$ cat src/hw/rtl/vgm_csf_pkg.sv
// ----------------------------------------------------------------------------
// vgm_csf_pkg
// shared types, constants and the operand length table of the forwarder
// ----------------------------------------------------------------------------
package vgm_csf_pkg;

  localparam int TIME_WIDTH = 48;

  // command codes
  localparam logic [7:0] CMD_WRITE_B4  = 8'hB4;
  localparam logic [7:0] CMD_WRITE_51  = 8'h51;
  localparam logic [7:0] CMD_WAIT_N    = 8'h61;
  localparam logic [7:0] CMD_WAIT_735  = 8'h62;
  localparam logic [7:0] CMD_WAIT_882  = 8'h63;
  localparam logic [7:0] CMD_END       = 8'h66;
  localparam logic [7:0] CMD_BLOCK     = 8'h67;
  localparam logic [3:0] CMD_WAIT_SHORT_HI = 4'h7;
  localparam logic [7:0] BLOCK_TYPE_FWD = 8'hC2;

  localparam logic [15:0] WAIT_735 = 16'd735;
  localparam logic [15:0] WAIT_882 = 16'd882;

  // paired expansion registers whose low address bits swap
  localparam logic [15:0] ADDR_9001 = 16'h9001;
  localparam logic [15:0] ADDR_9002 = 16'h9002;
  localparam logic [15:0] ADDR_A001 = 16'hA001;
  localparam logic [15:0] ADDR_A002 = 16'hA002;
  localparam logic [15:0] ADDR_B001 = 16'hB001;
  localparam logic [15:0] ADDR_B002 = 16'hB002;
  localparam logic [15:0] ADDR_KEEP_MASK = 16'hFFFC;
  localparam logic [15:0] ADDR_SWAP_MASK = 16'h0003;

  localparam logic [31:0] SWAP_BLOCK_SIZE = 32'd3;

  typedef enum logic [1:0] {
    KIND_BYTE = 2'd0,
    KIND_WAIT = 2'd1,
    KIND_END  = 2'd2
  } kind_t;

  typedef enum logic [3:0] {
    PH_CMD     = 4'd0,
    PH_FWD     = 4'd1,
    PH_SKIP    = 4'd2,
    PH_WLO     = 4'd3,
    PH_WHI     = 4'd4,
    PH_BSECOND = 4'd5,
    PH_BTYPE   = 4'd6,
    PH_BSIZE0  = 4'd7,
    PH_BSIZE1  = 4'd8,
    PH_BSIZE2  = 4'd9,
    PH_BSIZE3  = 4'd10,
    PH_BDATA   = 4'd11,
    PH_ADDRHI  = 4'd12,
    PH_ENDED   = 4'd13
  } phase_t;

  // results caused by one input transfer, first result in bytes[0]
  typedef struct packed {
    logic [1:0]            count;
    kind_t                 kind;
    logic [2:0][7:0]       bytes;
    logic [TIME_WIDTH-1:0] time_val;
  } bundle_t;

  // operand bytes that follow a skipped command
  function automatic logic [3:0] operand_count(input logic [7:0] c);
    logic [3:0] r;
    if (c < 8'h30)                             r = 4'd0;
    else if (c < 8'h40)                        r = 4'd1;
    else if (c < 8'h4F)                        r = 4'd2;
    else if (c <= 8'h50)                       r = 4'd1;
    else if (c < 8'h60)                        r = 4'd2;
    else if (c == 8'h61)                       r = 4'd2;
    else if (c == 8'h67)                       r = 4'd6;
    else if (c == 8'h68)                       r = 4'd11;
    else if (c < 8'h90)                        r = 4'd0;
    else if (c == 8'h90 || c == 8'h91 || c == 8'h95) r = 4'd4;
    else if (c == 8'h92)                       r = 4'd5;
    else if (c == 8'h93)                       r = 4'd10;
    else if (c == 8'h94)                       r = 4'd1;
    else if (c < 8'hA0)                        r = 4'd0;
    else if (c < 8'hC0)                        r = 4'd2;
    else if (c < 8'hE0)                        r = 4'd3;
    else                                       r = 4'd4;
    return r;
  endfunction

endpackage

$ cat src/hw/rtl/vgm_csf_if.sv
// ----------------------------------------------------------------------------
// vgm_csf channel interfaces
// stream byte channel and result channel, valid/ready handshake
// ----------------------------------------------------------------------------
interface vgm_csf_in_if;
  logic       valid;
  logic       ready;
  logic [7:0] data_byte;
  logic       pass_start;

  modport source (output valid, output data_byte, output pass_start, input ready);
  modport sink   (input valid, input data_byte, input pass_start, output ready);
endinterface

interface vgm_csf_out_if;
  logic                              valid;
  logic                              ready;
  logic [1:0]                        kind;
  logic [7:0]                        out_byte;
  logic [vgm_csf_pkg::TIME_WIDTH-1:0] target_time;
  logic                              last_of_run;

  modport source (output valid, output kind, output out_byte, output target_time,
                  output last_of_run, input ready);
  modport sink   (input valid, input kind, input out_byte, input target_time,
                  input last_of_run, output ready);
endinterface

$ cat src/hw/rtl/vgm_csf_parser.sv
// ----------------------------------------------------------------------------
// vgm_csf_parser
// per-byte command decode, parser state and result bundle generation
// ----------------------------------------------------------------------------
module vgm_csf_parser (
  input  logic                   clk,
  input  logic                   rst,
  input  logic                   cfg_write_en,
  input  logic                   cfg_write_data,
  input  logic                   accept,
  input  logic [7:0]             data_byte,
  input  logic                   pass_start,
  output vgm_csf_pkg::bundle_t   bundle
);

  logic                              swap_mode;
  vgm_csf_pkg::phase_t               phase, phase_next, phase_eff;
  logic [7:0]                        header_second, header_second_next;
  logic [31:0]                       block_size, block_size_next;
  logic [31:0]                       bytes_left, bytes_left_next, bytes_left_dec;
  logic [7:0]                        held_address_low, held_address_low_next;
  logic [7:0]                        wait_low, wait_low_next;
  logic [vgm_csf_pkg::TIME_WIDTH-1:0] sample_time, sample_time_next;
  logic [15:0]                       wait_add;
  logic                              add_en;
  logic [15:0]                       addr, addr_out;
  logic [31:0]                       size_full;
  logic [3:0]                        ops;

  always_ff @(posedge clk) begin
    if (rst) begin
      swap_mode <= 1'b0;
    end else if (cfg_write_en) begin
      swap_mode <= cfg_write_data;
    end
  end

  always_ff @(posedge clk) begin
    if (rst) begin
      phase            <= vgm_csf_pkg::PH_CMD;
      header_second    <= '0;
      block_size       <= '0;
      bytes_left       <= '0;
      held_address_low <= '0;
      wait_low         <= '0;
      sample_time      <= '0;
    end else if (accept) begin
      phase            <= phase_next;
      header_second    <= header_second_next;
      block_size       <= block_size_next;
      bytes_left       <= bytes_left_next;
      held_address_low <= held_address_low_next;
      wait_low         <= wait_low_next;
      sample_time      <= sample_time_next;
    end
  end

  assign phase_eff      = pass_start ? vgm_csf_pkg::PH_CMD : phase;
  assign bytes_left_dec = bytes_left - 32'd1;
  assign addr           = {data_byte, held_address_low};
  assign size_full      = {data_byte, block_size[23:0]};
  assign ops            = vgm_csf_pkg::operand_count(data_byte);

  // address swap for the paired expansion registers
  always_comb begin
    addr_out = addr;
    if (addr == vgm_csf_pkg::ADDR_9001 || addr == vgm_csf_pkg::ADDR_9002 ||
        addr == vgm_csf_pkg::ADDR_A001 || addr == vgm_csf_pkg::ADDR_A002 ||
        addr == vgm_csf_pkg::ADDR_B001 || addr == vgm_csf_pkg::ADDR_B002) begin
      addr_out = (addr & vgm_csf_pkg::ADDR_KEEP_MASK) | (~addr & vgm_csf_pkg::ADDR_SWAP_MASK);
    end
  end

  always_comb begin
    phase_next            = phase_eff;
    header_second_next    = header_second;
    block_size_next       = block_size;
    bytes_left_next       = bytes_left;
    held_address_low_next = held_address_low;
    wait_low_next         = wait_low;
    wait_add              = '0;
    add_en                = 1'b0;
    bundle.count          = 2'd0;
    bundle.kind           = vgm_csf_pkg::KIND_BYTE;
    bundle.bytes          = '0;

    unique case (phase_eff)
      vgm_csf_pkg::PH_FWD: begin
        bundle.count    = 2'd1;
        bundle.bytes[0] = data_byte;
        bytes_left_next = bytes_left_dec;
        if (bytes_left_dec == '0) phase_next = vgm_csf_pkg::PH_CMD;
      end
      vgm_csf_pkg::PH_SKIP: begin
        bytes_left_next = bytes_left_dec;
        if (bytes_left_dec == '0) phase_next = vgm_csf_pkg::PH_CMD;
      end
      vgm_csf_pkg::PH_WLO: begin
        wait_low_next = data_byte;
        phase_next    = vgm_csf_pkg::PH_WHI;
      end
      vgm_csf_pkg::PH_WHI: begin
        wait_add     = {data_byte, wait_low};
        add_en       = 1'b1;
        bundle.count = 2'd1;
        bundle.kind  = vgm_csf_pkg::KIND_WAIT;
        phase_next   = vgm_csf_pkg::PH_CMD;
      end
      vgm_csf_pkg::PH_BSECOND: begin
        header_second_next = data_byte;
        phase_next         = vgm_csf_pkg::PH_BTYPE;
      end
      vgm_csf_pkg::PH_BTYPE: begin
        // for a forwarded block type the held header goes out with the type byte
        if (data_byte == vgm_csf_pkg::BLOCK_TYPE_FWD) begin
          bundle.count    = 2'd3;
          bundle.bytes[0] = vgm_csf_pkg::CMD_BLOCK;
          bundle.bytes[1] = header_second;
          bundle.bytes[2] = data_byte;
        end
        header_second_next = data_byte;
        block_size_next    = '0;
        phase_next         = vgm_csf_pkg::PH_BSIZE0;
      end
      vgm_csf_pkg::PH_BSIZE0, vgm_csf_pkg::PH_BSIZE1,
      vgm_csf_pkg::PH_BSIZE2, vgm_csf_pkg::PH_BSIZE3: begin
        if (header_second == vgm_csf_pkg::BLOCK_TYPE_FWD) begin
          bundle.count    = 2'd1;
          bundle.bytes[0] = data_byte;
        end
        case (phase_eff)
          vgm_csf_pkg::PH_BSIZE0: begin
            block_size_next[7:0] = data_byte;
            phase_next           = vgm_csf_pkg::PH_BSIZE1;
          end
          vgm_csf_pkg::PH_BSIZE1: begin
            block_size_next[15:8] = data_byte;
            phase_next            = vgm_csf_pkg::PH_BSIZE2;
          end
          vgm_csf_pkg::PH_BSIZE2: begin
            block_size_next[23:16] = data_byte;
            phase_next             = vgm_csf_pkg::PH_BSIZE3;
          end
          default: begin
            block_size_next = size_full;
            bytes_left_next = size_full;
            if (size_full == '0) phase_next = vgm_csf_pkg::PH_CMD;
            else if (header_second == vgm_csf_pkg::BLOCK_TYPE_FWD)
              phase_next = vgm_csf_pkg::PH_BDATA;
            else phase_next = vgm_csf_pkg::PH_SKIP;
          end
        endcase
      end
      vgm_csf_pkg::PH_BDATA: begin
        bytes_left_next = bytes_left_dec;
        if (bytes_left == block_size && block_size == vgm_csf_pkg::SWAP_BLOCK_SIZE &&
            swap_mode) begin
          held_address_low_next = data_byte;
          phase_next            = vgm_csf_pkg::PH_ADDRHI;
        end else begin
          bundle.count    = 2'd1;
          bundle.bytes[0] = data_byte;
          if (bytes_left_dec == '0) phase_next = vgm_csf_pkg::PH_CMD;
        end
      end
      vgm_csf_pkg::PH_ADDRHI: begin
        bundle.count    = 2'd2;
        bundle.bytes[0] = addr_out[7:0];
        bundle.bytes[1] = addr_out[15:8];
        bytes_left_next = bytes_left_dec;
        phase_next = (bytes_left_dec == '0) ? vgm_csf_pkg::PH_CMD : vgm_csf_pkg::PH_BDATA;
      end
      vgm_csf_pkg::PH_ENDED: begin
      end
      default: begin
        // command byte
        phase_next = vgm_csf_pkg::PH_CMD;
        if (data_byte == vgm_csf_pkg::CMD_WRITE_B4 || data_byte == vgm_csf_pkg::CMD_WRITE_51) begin
          bundle.count    = 2'd1;
          bundle.bytes[0] = data_byte;
          bytes_left_next = 32'd2;
          phase_next      = vgm_csf_pkg::PH_FWD;
        end else if (data_byte == vgm_csf_pkg::CMD_WAIT_N) begin
          phase_next = vgm_csf_pkg::PH_WLO;
        end else if (data_byte == vgm_csf_pkg::CMD_WAIT_735) begin
          wait_add     = vgm_csf_pkg::WAIT_735;
          add_en       = 1'b1;
          bundle.count = 2'd1;
          bundle.kind  = vgm_csf_pkg::KIND_WAIT;
        end else if (data_byte == vgm_csf_pkg::CMD_WAIT_882) begin
          wait_add     = vgm_csf_pkg::WAIT_882;
          add_en       = 1'b1;
          bundle.count = 2'd1;
          bundle.kind  = vgm_csf_pkg::KIND_WAIT;
        end else if (data_byte == vgm_csf_pkg::CMD_END) begin
          bundle.count = 2'd1;
          bundle.kind  = vgm_csf_pkg::KIND_END;
          phase_next   = vgm_csf_pkg::PH_ENDED;
        end else if (data_byte == vgm_csf_pkg::CMD_BLOCK) begin
          phase_next = vgm_csf_pkg::PH_BSECOND;
        end else if (data_byte[7:4] == vgm_csf_pkg::CMD_WAIT_SHORT_HI) begin
          wait_add     = {12'd0, data_byte[3:0]} + 16'd1;
          add_en       = 1'b1;
          bundle.count = 2'd1;
          bundle.kind  = vgm_csf_pkg::KIND_WAIT;
        end else begin
          bytes_left_next = {28'd0, ops};
          if (ops != '0) phase_next = vgm_csf_pkg::PH_SKIP;
        end
      end
    endcase

    // running sample time, results carry the time after this byte
    sample_time_next = add_en
        ? sample_time + {{(vgm_csf_pkg::TIME_WIDTH-16){1'b0}}, wait_add}
        : sample_time;
    bundle.time_val  = sample_time_next;
  end

endmodule

$ cat src/hw/rtl/vgm_csf_serializer.sv
// ----------------------------------------------------------------------------
// vgm_csf_serializer
// result register: holds one bundle and sends its results one per transfer
// ----------------------------------------------------------------------------
module vgm_csf_serializer (
  input  logic                 clk,
  input  logic                 rst,
  input  logic                 accept,
  input  vgm_csf_pkg::bundle_t bundle,
  output logic                 load_ok,
  vgm_csf_out_if.source        res_out
);

  logic [1:0]                        cnt, cnt_next;
  logic [2:0][7:0]                   bytes;
  vgm_csf_pkg::kind_t                kind;
  logic [vgm_csf_pkg::TIME_WIDTH-1:0] time_val;
  logic                              xfer;

  assign xfer    = res_out.valid && res_out.ready;
  // a new bundle fits once the last result of the held one leaves
  assign load_ok = (cnt == 2'd0) || (cnt == 2'd1 && res_out.ready);

  always_comb begin
    cnt_next = cnt;
    if (accept) cnt_next = bundle.count;
    else if (xfer) cnt_next = cnt - 2'd1;
  end

  always_ff @(posedge clk) begin
    if (rst) begin
      cnt <= 2'd0;
    end else begin
      cnt <= cnt_next;
    end
  end

  always_ff @(posedge clk) begin
    if (accept) begin
      bytes    <= bundle.bytes;
      kind     <= bundle.kind;
      time_val <= bundle.time_val;
    end else if (xfer) begin
      bytes <= {8'd0, bytes[2], bytes[1]};
    end
  end

  assign res_out.valid       = (cnt != 2'd0);
  assign res_out.kind        = kind;
  assign res_out.out_byte    = bytes[0];
  assign res_out.target_time = time_val;
  assign res_out.last_of_run = (cnt == 2'd1);

  a_no_load_mid_run: assert property (@(posedge clk) disable iff (rst)
    (cnt >= 2'd2) |-> !load_ok)
    else $error("new bundle offered while results remain");

  a_run_continues: assert property (@(posedge clk) disable iff (rst)
    (xfer && !res_out.last_of_run) |=> res_out.valid)
    else $error("run stopped before its last result");

  a_empty_load: assert property (@(posedge clk) disable iff (rst)
    (accept && bundle.count == 2'd0) |=> !res_out.valid)
    else $error("result shown for a transfer that caused none");

  a_single_non_byte: assert property (@(posedge clk) disable iff (rst)
    (accept && bundle.count != 2'd0 && bundle.kind != vgm_csf_pkg::KIND_BYTE)
      |=> (res_out.valid && res_out.last_of_run))
    else $error("wait or end result not alone in its run");

endmodule

$ cat src/hw/rtl/vgm_command_stream_forwarder.sv
// ----------------------------------------------------------------------------
// vgm_command_stream_forwarder
// byte-wide command stream parser forwarding sound writes and wait targets
// ----------------------------------------------------------------------------
// usage
//   cmd_in  : one stream byte per transfer; pass_start high on the first byte
//             of a pass restarts the parser at that byte, sample time is kept
//   res_out : results, one per transfer; kind byte / wait target / end of
//             pass, last_of_run high on the final result of a stream byte
//   cfg_*   : swap_mode, written while the block is idle
// latency: a byte's first result is shown the cycle after its transfer
// throughput: one byte per cycle while no byte causes over one result and
//   res_out.ready is high; a byte with more results holds cmd_in until its
//   last one shows, the one result register draining one result per transfer
// stall: while res_out is stalled on a result that is not the last of its
//   run, cmd_in.ready is low; on the last one a new byte is taken as soon as
//   res_out.ready rises, so the two sides overlap
// reset: rst (synchronous) empties the result register, clears the parser
//   to expect a command byte, zeroes the sample time and clears swap_mode
// ----------------------------------------------------------------------------
module vgm_command_stream_forwarder (
  input  logic          clk,
  input  logic          rst,
  input  logic          cfg_write_en,
  input  logic          cfg_write_data,
  vgm_csf_in_if.sink    cmd_in,
  vgm_csf_out_if.source res_out
);

  vgm_csf_pkg::bundle_t bundle;  // results of the byte being taken
  logic                 load_ok; // result register can take a bundle
  logic                 accept;  // input transfer

  assign cmd_in.ready = load_ok;
  assign accept       = cmd_in.valid && load_ok;

  // decode and parser state, advanced once per input transfer
  vgm_csf_parser u_parser (
    .clk            (clk),
    .rst            (rst),
    .cfg_write_en   (cfg_write_en),
    .cfg_write_data (cfg_write_data),
    .accept         (accept),
    .data_byte      (cmd_in.data_byte),
    .pass_start     (cmd_in.pass_start),
    .bundle         (bundle)
  );

  // result register, sends a bundle out one result at a time
  vgm_csf_serializer u_serializer (
    .clk     (clk),
    .rst     (rst),
    .accept  (accept),
    .bundle  (bundle),
    .load_ok (load_ok),
    .res_out (res_out)
  );

endmodule
$ cat src/flat_wrapper.sv
// flat-port wrapper written by rule: the top's interface ports become plain ports
module vgm_command_stream_forwarder_flat 
  (clk, rst, cfg_write_en, cfg_write_data, cmd_in_valid, cmd_in_data_byte, cmd_in_pass_start, cmd_in_ready, res_out_valid, res_out_kind, res_out_out_byte, res_out_target_time, res_out_last_of_run, res_out_ready);
  vgm_csf_in_if cmd_in_i ();
  vgm_csf_out_if res_out_i ();
  input  logic clk;
  input  logic rst;
  input  logic cfg_write_en;
  input  logic cfg_write_data;
  input wire logic [$bits(cmd_in_i.valid)-1:0] cmd_in_valid;
  input wire logic [$bits(cmd_in_i.data_byte)-1:0] cmd_in_data_byte;
  input wire logic [$bits(cmd_in_i.pass_start)-1:0] cmd_in_pass_start;
  output wire logic [$bits(cmd_in_i.ready)-1:0] cmd_in_ready;
  output wire logic [$bits(res_out_i.valid)-1:0] res_out_valid;
  output wire logic [$bits(res_out_i.kind)-1:0] res_out_kind;
  output wire logic [$bits(res_out_i.out_byte)-1:0] res_out_out_byte;
  output wire logic [$bits(res_out_i.target_time)-1:0] res_out_target_time;
  output wire logic [$bits(res_out_i.last_of_run)-1:0] res_out_last_of_run;
  input wire logic [$bits(res_out_i.ready)-1:0] res_out_ready;
  assign cmd_in_i.valid = cmd_in_valid;
  assign cmd_in_i.data_byte = cmd_in_data_byte;
  assign cmd_in_i.pass_start = cmd_in_pass_start;
  assign cmd_in_ready = cmd_in_i.ready;
  assign res_out_valid = res_out_i.valid;
  assign res_out_kind = res_out_i.kind;
  assign res_out_out_byte = res_out_i.out_byte;
  assign res_out_target_time = res_out_i.target_time;
  assign res_out_last_of_run = res_out_i.last_of_run;
  assign res_out_i.ready = res_out_ready;
  vgm_command_stream_forwarder u_core (.clk(clk), .rst(rst), .cfg_write_en(cfg_write_en), .cfg_write_data(cfg_write_data), .cmd_in(cmd_in_i), .res_out(res_out_i));
endmodule
$ cat config.mk
export PLATFORM = sky130hd
export DESIGN_NAME = vgm_command_stream_forwarder_flat
export DESIGN_NICKNAME = d
export VERILOG_FILES = /design/src/hw/rtl/vgm_csf_pkg.sv /design/src/hw/rtl/vgm_csf_if.sv /design/src/hw/rtl/vgm_csf_parser.sv /design/src/hw/rtl/vgm_csf_serializer.sv /design/src/hw/rtl/vgm_command_stream_forwarder.sv /design/src/flat_wrapper.sv
export SDC_FILE = /design/constraint.sdc
export NUM_CORES = 1
export LEC_CHECK = 0
export BUFFER_PORTS_ARGS = -buffer_cell sky130_fd_sc_hd__buf_2
export CAP_MARGIN = 20
export CORE_MARGIN = 2
export CORE_UTILIZATION = 38
export DETAILED_ROUTE_END_ITERATION = 12
export PLACE_DENSITY = 0.65
export SETUP_SLACK_MARGIN = 0.15
export SLEW_MARGIN = 20
export SYNTH_ARGS = -nofsm -noshare
export SYNTH_HDL_FRONTEND = slang
export SYNTH_SLANG_ARGS = --single-unit
$ cat constraint.sdc
create_clock -name clk -period 11.9 [get_ports clk]
set_input_delay 0.595 -clock clk [delete_from_list [all_inputs] [get_ports clk]]
set_output_delay 0.595 -clock clk [all_outputs]
set_load 0.005 [all_outputs]
==> results.ini, run 1 <==
[global_routing]
use_met2_pct = 32.2
gr-usage-all-layers_pct = 20.2
largest_net_degree_at_the_start_of_global_routing = 82
number_of_global_route_vias_before_repair = 10000
grt_antenna_before_repair = 1
grt.met3_usage_pct = 2.87
first_pass_grt_wire_length_um = 55500
grt_overflow_total = 0
top_usage_layer = met2
use_met1_pct = 28.2

[power]
swShare_pct = 31.7
max-vdd-ir-drop_mv = 0.113
p_sw_mw = 0.742
power_density_nw_per_um2 = 169
static-leakage-power_nw = 5.14
clockPowerShare_pct = 36.3
cell_internal_pwr_mw = 1.60
pwr-share-comb_pct = 24.1
seq_power_share_pct = 39.6

[floorplan]
floorplan.rows = 66
chipWidth_um = 185
design.portCount = 76
floorplan.initialDensity_pct = 38.4
die_h_um = 185
dieArea_um2 = 34100
coreArea_um2 = 32300

[synthesis]
synthDistinctLibCells = 80
number_of_warnings_printed_during_yosys_synthesis = 0
synth_ff_type = sky130_fd_sc_hd__dfxtp_1
synth_area_leaders = sky130_fd_sc_hd__dfxtp_1, sky130_fd_sc_hd__edfxtp_1, sky130_fd_sc_hd__nor2_1
synth_seq_cells = 217
postSynth.asyncResetShare_pct = 0
synth.largest_area_cell = sky130_fd_sc_hd__dfxtp_1
postSynthCellCount = 1467
syn-mean-instance-area_um2 = 8.45
synth_enable_flop_cells = 74
yosysSeqAreaShare_pct = 41.0
yosys.area.top_type_share_pct = 23.1
mappedNetlistArea_um2 = 12400

[drt]
vias_per_cell = 5.62
wl_per_cell_um = 17.8
route.detailed.drc = 0
first_iter_violations = 919
total_number_of_vias = 10900
drt-pass1-iter-count = 5
antenna_left = 0
routed_wirelength_um = 34400

[worst_hold_path]
holdCritStartpoint = cfg_write_data
worst_hold_path.num_cells = 3
worst_hold_endpoint = u_core.u_parser.swap_mode
min-delay-path-class = in2reg

[clocking]
cts-resized-gates = 0
post_cts_buffers = 0
holdBufCountCts = 0
clock_path_buffers = 3
ctsRootBufferMaster = sky130_fd_sc_hd__clkbuf_16
clock_insertion_delay_worst_skew_ps = 540
cts_inserted_buffers = 26
htreeDepth = 1
tritoncts_sink_count = 217
cts_tree = yes
worst_setup_hold_path_clk_slew_ps = 60

[sta]
relSlewSlack_pct = 33.2
rsz0062_at_grt = false
clock_skew_ps = 22.1
max_clock_freq_ghz = 0.194
finalMaxSlewViolations = 0
total_of_endpoints_with_negative_setup_slack_in_the_final_report = 0
fin_setup_tns_ps = 0
worst_hold_slack_ps = 294
final_hold_fails = 0
timing_worst_slew_pin_value_ps = 997
min_period_over_period_pct = 43.3
finalCriticalPeriod_ps = 5150

[worst_setup_path]
timing.rr.start = u_core.u_parser.phase[0]
timing.critical_path.from_type = flop
critical_path_peak_fanout = 23
r2r_setup_slack_ps = 6750
worst_r2r_endpoint = u_core.u_serializer.res_out.target_time[36]
timing.critical_path.arrival_ps = 5420
cp.required_ps = 12170
reg2reg_depth = 16
endpoint_kind = flop
timing_worst_setup_path_type = reg2reg

[cells_and_area]
regArea_um2 = 5080
area_growth_synth_to_finish_pct = 11.9
design.final.nets = 1511
layout-drive-gt1-share_pct = 10.7
final.fill_count = 3189
finalNonFillerCells = 1933
multi_input_area_um2 = 6770
final_core_utilization_pct = 42.9

[placement]
place.detailed.hpwl_um = 23600
place.detailed.instances = 1885
placer_congestion = 0.942
placement.io_buffers = 75

[job]
cap_violations = 0

[run_status]
status = finished, final reports clean

-- synth_stat cells (9+ instances only) --
cell type / count
sky130_fd_sc_hd__a211oi_1: 10
sky130_fd_sc_hd__a21o_1: 17
sky130_fd_sc_hd__a21oi_1: 103
sky130_fd_sc_hd__a22oi_1: 32
sky130_fd_sc_hd__and2_1: 14
sky130_fd_sc_hd__and3_1: 10
sky130_fd_sc_hd__buf_2: 18
sky130_fd_sc_hd__buf_4: 9
sky130_fd_sc_hd__clkbuf_1: 75
sky130_fd_sc_hd__dfxtp_1: 143
sky130_fd_sc_hd__edfxtp_1: 74
sky130_fd_sc_hd__ha_1: 24
sky130_fd_sc_hd__inv_1: 22
sky130_fd_sc_hd__mux2_2: 10
sky130_fd_sc_hd__mux2i_1: 26
sky130_fd_sc_hd__nand2_1: 112
sky130_fd_sc_hd__nand3_1: 44
sky130_fd_sc_hd__nand4_1: 32
sky130_fd_sc_hd__nor2_1: 257
sky130_fd_sc_hd__nor2b_1: 12
sky130_fd_sc_hd__nor3_1: 33
sky130_fd_sc_hd__nor4_1: 34
sky130_fd_sc_hd__o21ai_0: 65
sky130_fd_sc_hd__o31ai_1: 11
sky130_fd_sc_hd__or3_1: 21
sky130_fd_sc_hd__xnor2_1: 70
sky130_fd_sc_hd__xor2_1: 43
-- layout make-up --
class	count	area share, %
inverter	23	0.623
antenna	1	0.0180
clock buffer	31	5.05
sequential	217	36.7
tap	442	3.99
clock inverter	16	1.55
timing repair buffer	85	3.27
multi-input combinational	1118	48.8
-- cell families (layout without fill, tap and decap cells) --
kind of cell / Yosys count / after routing / synth area share [%]
and+or+nand+nor: 622 / 622 / 24.2
AOI/OAI and AO/OA: 318 / 318 / 16.6
DFF: 217 / 217 / 41.0
buffers and inverters: 135 / 155 / 4.61
xor gates and xnor gates: 113 / 113 / 7.99
muxes: 36 / 36 / 3.01
adders and majority gates: 25 / 25 / 2.58
other: 1 / 5 / 0.0303
-- routing by layer --
metal | vias up | share of wire, %
met2 | 376 | 45
met3 | 76 | 6.6
li1 | 5258 | -
met1 | 5150 | 45
met4 | 0 | 2.9
met5 | - | 0
-- power by group through the flow --
stage | logic (mW) | registers, mW | clock network, mW
after floorplan | 0.427 | 0.916 | 0
after global placement | 0.555 | 0.941 | 0
after detailed placement | 0.561 | 0.942 | 0
after CTS | 0.564 | 0.927 | 0.864
after global routing | 0.629 | 0.937 | 0.896
final | 0.564 | 0.927 | 0.848
-- registers in the layout, indices dropped and copies added, names as in the netlist --
name	count
u_core.u_parser.phase	4
u_core.u_serializer.res_out.out_byte	8
u_core.u_parser.sample_time	48
u_core.u_parser.block_size	32
u_core.u_parser.header_second	8
u_core.u_serializer.bytes	16
u_core.u_parser.held_address_low	8
u_core.u_serializer.res_out.kind	2
u_core.u_parser.wait_low	8
u_core.u_serializer.res_out.target_time	48
u_core.u_serializer.cnt	2
u_core.u_parser.swap_mode	1
u_core.u_parser.bytes_left	32
-- worst max-delay path by stage --
| stage | start | endpoint | slack [ps] |
|---|---|---|---|
| 2_1_floorplan | cmd_in_data_byte[1] | u_core.u_serializer.res_out.target_time[42] | 7010 |
| 3_3_place_gp | cmd_in_data_byte[0] | u_core.u_serializer.res_out.target_time[30] | 6470 |
| 3_5_place_dp | cmd_in_data_byte[0] | u_core.u_serializer.res_out.target_time[36] | 6320 |
| 4_1_cts | u_core.u_parser.phase[0] | u_core.u_serializer.res_out.target_time[36] | 6640 |
| 5_1_grt | u_core.u_parser.phase[0] | u_core.u_serializer.res_out.target_time[36] | 6210 |
| 6_report | u_core.u_parser.phase[0] | u_core.u_serializer.res_out.target_time[36] | 6750 |
-- layout by cell type, fill, tap and decap left out, types with 6 or more instances in the layout --
cell type,count
sky130_fd_sc_hd__a211oi_1,10
sky130_fd_sc_hd__a21o_1,17
sky130_fd_sc_hd__a21oi_1,102
sky130_fd_sc_hd__a221oi_1,8
sky130_fd_sc_hd__a22oi_1,32
sky130_fd_sc_hd__a311oi_1,6
sky130_fd_sc_hd__a31oi_1,7
sky130_fd_sc_hd__a32oi_1,8
sky130_fd_sc_hd__and2_1,14
sky130_fd_sc_hd__and3_1,10
sky130_fd_sc_hd__buf_2,74
sky130_fd_sc_hd__buf_4,11
sky130_fd_sc_hd__clkbuf_16,27
sky130_fd_sc_hd__dfxtp_1,143
sky130_fd_sc_hd__edfxtp_1,74
sky130_fd_sc_hd__ha_1,24
sky130_fd_sc_hd__inv_1,22
sky130_fd_sc_hd__mux2_2,10
sky130_fd_sc_hd__mux2i_1,26
sky130_fd_sc_hd__nand2_1,111
sky130_fd_sc_hd__nand2b_1,7
sky130_fd_sc_hd__nand3_1,44
sky130_fd_sc_hd__nand4_1,32
sky130_fd_sc_hd__nor2_1,257
sky130_fd_sc_hd__nor2b_1,12
sky130_fd_sc_hd__nor3_1,32
sky130_fd_sc_hd__nor4_1,34
sky130_fd_sc_hd__nor4b_1,6
sky130_fd_sc_hd__o21ai_0,65
sky130_fd_sc_hd__o21bai_1,6
sky130_fd_sc_hd__o31ai_1,11
sky130_fd_sc_hd__o41ai_1,7
sky130_fd_sc_hd__or3_1,21
sky130_fd_sc_hd__xnor2_1,70
sky130_fd_sc_hd__xor2_1,43
-- critical path, stage by stage, from the launching register on --
cell                        delay, ps
sky130_fd_sc_hd__dfxtp_1          830
sky130_fd_sc_hd__nor4_2           140
sky130_fd_sc_hd__or3_1            510
sky130_fd_sc_hd__nand3_1          190
sky130_fd_sc_hd__nor2_1           120
sky130_fd_sc_hd__a22o_1           200
sky130_fd_sc_hd__ha_1             220
sky130_fd_sc_hd__fa_1             430
sky130_fd_sc_hd__a21o_1           190
sky130_fd_sc_hd__a21oi_1          240
sky130_fd_sc_hd__o21ai_0          170
sky130_fd_sc_hd__a2111oi_1        710
sky130_fd_sc_hd__o21ai_1          160
sky130_fd_sc_hd__buf_4            220
sky130_fd_sc_hd__nand4_1          280
sky130_fd_sc_hd__nor3_1           120
sky130_fd_sc_hd__xor2_1           150
-- stage by stage --
step	instance area, µm²	setup slack [ps]	total power, mW
global route	13900	6210	2.46
global placement	12900	6470	1.50
finish	13900	6750	2.34
CTS	13900	6640	2.35
floorplan	12400	7010	1.34
detailed placement	12900	6320	1.50
No activity file was read; power rests on OpenSTA's default activity.
==> run 2: changes to the inputs <==
--- a/config.mk
+++ b/config.mk
@@ -5,12 +5,13 @@
 export SDC_FILE = /design/constraint.sdc
 export NUM_CORES = 1
 export LEC_CHECK = 0
+export ABC_AREA = 1
 export BUFFER_PORTS_ARGS = -buffer_cell sky130_fd_sc_hd__buf_2
 export CAP_MARGIN = 20
 export CORE_MARGIN = 2
 export CORE_UTILIZATION = 38
 export DETAILED_ROUTE_END_ITERATION = 12
-export PLACE_DENSITY = 0.65
+export PLACE_DENSITY = 0.67
 export SETUP_SLACK_MARGIN = 0.15
 export SLEW_MARGIN = 20
 export SYNTH_ARGS = -nofsm -noshare
==> constraint.sdc (replaced) <==
create_clock -name clk -period 4.4 [get_ports clk]
set_input_delay 0.22 -clock clk [delete_from_list [all_inputs] [get_ports clk]]
set_output_delay 0.22 -clock clk [all_outputs]
set_load 0.005 [all_outputs]
==> run 2 against run 1 <==
Clock power increased to 2.7 times the previous value; die area increased by 3.0%; first-iteration DRC count increased by 11%; maximum frequency increased by 40%; final cell count increased by 22%; clock skew decreased by 10 ps; worst hold slack got worse by 230 ps; critical path type unchanged; largest cell class unchanged.
==> results.ini, run 2 <==
[worst_setup_path]
timing.rr.start = u_core.u_parser.phase[3]
endpoint_kind = flop
worst_r2r_endpoint = u_core.u_parser.sample_time[15]
timing_worst_setup_path_type = reg2reg
path_common_cell = sky130_fd_sc_hd__nand2_1
cp.required_ps = 4830  ; -7340 ps
reg2reg_depth = 24  ; +8
critPathSlowestCell = sky130_fd_sc_hd__ha_1
r2r_setup_slack_ps = 710  ; -6040 ps
worst_setup_path_startpoint = u_core.u_parser.phase[3]
critical_path_peak_fanout = 5  ; -78%
highest_cell_delay_on_the_worst_timing_path_ps = 340  ; -490 ps
timing.critical_path.arrival_ps = 4120  ; -1300 ps
worst_path_cell_chain = nand2_1 -> inv_1 -> nor2_1 -> nand2_1 -> nand2_1 -> inv_1 -> nor2_1 -> o21ai_0 -> nand2_1 -> inv_1 -> ha_1 -> nand2_1 -> nand2_1 -> a21oi_1 -> nand2_1 -> a21oi_1 -> inv_1 -> a21oi_1 -> inv_1 -> or2_2 -> nand3_1 -> o21ai_0 -> o21ai_0 -> inv_1
timing.critical_path.from_type = flop
critical_path.endpoint = u_core.u_parser.sample_time[15]

[power]
swShare_pct = 41.6  ; +9.9 points
max-vdd-ir-drop_mv = 0.298  ; +160%
clockPowerShare_pct = 25.2  ; -11 points
power.total_mw = 9.01  ; +290%
seq_power_share_pct = 35.0  ; -4.6 points
power_density_nw_per_um2 = 624  ; +270%
cell_internal_pwr_mw = 5.26  ; +230%
static-leakage-power_nw = 6.27  ; +22%
pwr-share-comb_pct = 39.7  ; +16 points
p_sw_mw = 3.75  ; +410%

[clocking]
clock_path_buffers = 3  ; unchanged
clock_insertion_delay_worst_skew_ps = 540  ; about the same
cts_tree = yes
ctsRootBufferMaster = sky130_fd_sc_hd__clkbuf_16
tritoncts_sink_count = 217  ; unchanged
worst_setup_hold_path_clk_slew_ps = 60  ; about the same
cts_inserted_buffers = 26  ; unchanged
htreeDepth = 1  ; unchanged

[sta]
final_worst_setup_slack_ps = 709  ; -6040 ps
relSlewSlack_pct = 34.5  ; +1.3 points
total_of_endpoints_with_negative_setup_slack_in_the_final_report = 0  ; unchanged
max_clock_freq_ghz = 0.271  ; +40%
rsz0062_at_grt = false
finalMaxSlewViolations = 0  ; unchanged
finalCriticalPeriod_ps = 3690  ; -1460 ps
min_period_over_period_pct = 83.9  ; +41 points
clock_skew_ps = 11.9  ; -10.3 ps
timing_worst_slew_pin_value_ps = 981  ; -15.8 ps
final_hold_fails = 0  ; unchanged
fin_setup_tns_ps = 0  ; unchanged

[floorplan]
dieArea_um2 = 35100  ; +3.0%
floorplan.initialDensity_pct = 38.4  ; about the same
coreArea_um2 = 33300  ; +3.1%
chipWidth_um = 187  ; +1.5%
floorplan.rows = 67  ; +1.5%
design.portCount = 76  ; unchanged
die_h_um = 187  ; +1.5%

[synthesis]
number_of_warnings_printed_during_yosys_synthesis = 0  ; unchanged
synth.largest_area_cell = sky130_fd_sc_hd__dfxtp_1
yosysSeqAreaShare_pct = 39.8  ; -1.2 points
synthDistinctLibCells = 54  ; -33%
synth_seq_cells = 217  ; unchanged
postSynth.asyncResetShare_pct = 0  ; unchanged
syn-mean-instance-area_um2 = 6.99  ; -17%
synth_most_common_cell = sky130_fd_sc_hd__nand2_1
synth_ff_type = sky130_fd_sc_hd__dfxtp_1
synthTopCellsByCount = sky130_fd_sc_hd__nand2_1, sky130_fd_sc_hd__inv_1, sky130_fd_sc_hd__o21ai_0
synth_enable_flop_cells = 74  ; unchanged
yosys.area.top_type_share_pct = 22.4  ; -0.69 points
postSynthCellCount = 1828  ; +25%
synth_area_leaders = sky130_fd_sc_hd__dfxtp_1, sky130_fd_sc_hd__edfxtp_1, sky130_fd_sc_hd__nand2_1
mappedNetlistArea_um2 = 12800  ; +3.1%

[placement]
placement.io_buffers = 75  ; unchanged
place.detailed.hpwl_um = 28400  ; +20%
placedInstanceArea_um2 = 13500  ; +4.2%
preCtsSetupSlack_ps = 464  ; -5860 ps
placer_congestion = 0.967  ; +2.6%

[drt]
first_iter_violations = 1019  ; +11%
wl_per_cell_um = 16.6  ; -6.8%
antenna_left = 0  ; unchanged
vias_per_cell = 5.25  ; -6.5%
route.detailed.drc = 0  ; unchanged
routed_wirelength_um = 39000  ; +13%
total_number_of_vias = 12300  ; +14%
drt-pass1-iter-count = 5  ; unchanged

[cells_and_area]
design.final.nets = 1919  ; +27%
area_growth_synth_to_finish_pct = 13.0
final.fill_count = 3473  ; +8.9%
final_core_utilization_pct = 43.4  ; +0.42 points
mostFrequentLayoutCell = sky130_fd_sc_hd__nand2_1
layout-drive-gt1-share_pct = 9.32  ; -1.4 points
design_area_um2 = 14400  ; +4.1%
most-common-layout-cells = sky130_fd_sc_hd__nand2_1, sky130_fd_sc_hd__inv_1, sky130_fd_sc_hd__o21ai_0

[global_routing]
number_of_global_route_vias_before_repair = 11500  ; +15%
gr-usage-all-layers_pct = 21.8  ; +1.6 points
grt_overflow_total = 0  ; unchanged
first_pass_grt_wire_length_um = 62200  ; +12%
largest_net_degree_at_the_start_of_global_routing = 80  ; -2.4%
grt_antenna_before_repair = 3  ; +2

[run_status]
status = finished, final reports clean

[worst_hold_path]
min-delay-path-class = in2reg

[job]
cap_violations = 0  ; unchanged

[run 2: cell count changes after synthesis, sizes merged, moves of 56 or more]
cell / change
xnor2: -56
nand2: +254
nor2: -57
o21ai: +165
a21oi: +75
inv: +248
[run 2: timing repair]
| action | CTS | global route |
|---|---|---|
| resized for setup | 0 | 1 |
| hold endpoints to repair | 1 | 0 |
| endpoints found under the setup margin | 0 | 1 |
| hold buffers | 2 | 0 |
| setup buffers | 0 | 0 |
[run 2: worst max-delay path, delay by kind of cell (launching register included)]
kind / cells / cell delay, ps
simple gates: 11 / 1450
flops: 1 / 320
compound gates: 6 / 970
buf+inv: 6 / 480
fa+ha+maj: 1 / 340
[run 2: per-stage QoR]
| stage | hold slack (ps) | cells |
|---|---|---|
| floorplan | 314 | 1831 |
| global placement | 411 | 2296 |
| detailed placement | 419 | 2296 |
| CTS | 46.3 | 2346 |
| global route | 70.7 | 2348 |
| finish | 66.7 | 2349 |
[run 2: power by group through the flow]
stage	Combinational (mW)	Sequential [mW]	Clock, mW
floorplan	2.52	3.08	0
global route	4.02	3.22	2.40
CTS	3.54	3.15	2.32
global placement	3.48	3.18	0
finish	3.58	3.16	2.27
detailed placement	3.51	3.18	0
[run 2: final cells by class]
type                            count  area [µm²]  area share (%)
Clock buffer                       31         711            4.92
Sequential cell                   217        5080            35.2
Clock inverter                     17         196            1.36
Multi-Input combinational cell   1269        6340            43.9
Timing Repair Buffer               92         508            3.52
Tap cell                          448         561            3.88
Inverter                          273        1030            7.11
Antenna cell                        2        5.00          0.0347
[run 2: kinds of logic (layout without fill, tap and decap cells)]
| group | Yosys count | after routing | share of synthesized area, % |
|---|---|---|---|
| simple gates | 726 | 726 | 24.4 |
| compound gates | 466 | 466 | 19.3 |
| buf+inv | 345 | 413 | 10.7 |
| flops | 217 | 217 | 39.8 |
| xor+xnor | 48 | 48 | 3.29 |
| fa+ha+maj | 25 | 25 | 2.51 |
| other cells | 1 | 6 | 0.0294 |
[run 2: worst min path at each step]
stage | from | to | slack, ps | depth (start not counted)
floorplan | cfg_write_en | u_core.u_parser.swap_mode | 310 | 1
global placement | cfg_write_en | u_core.u_parser.swap_mode | 410 | 2
detailed placement | cfg_write_en | u_core.u_parser.swap_mode | 420 | 2
CTS | cmd_in_data_byte[4] | u_core.u_parser.header_second[4] | 50 | 3
global route | cmd_in_data_byte[1] | u_core.u_parser.header_second[1] | 70 | 3
finish | cmd_in_data_byte[1] | u_core.u_parser.header_second[1] | 70 | 3
[run 2: per-layer routing]
metal / routed length [µm] / track usage [%]
met4: 1040 / 6.23
met1: 17700 / 30.3
met2: 17600 / 35.6
met3: 2630 / 2.78
met5: 13 / 0
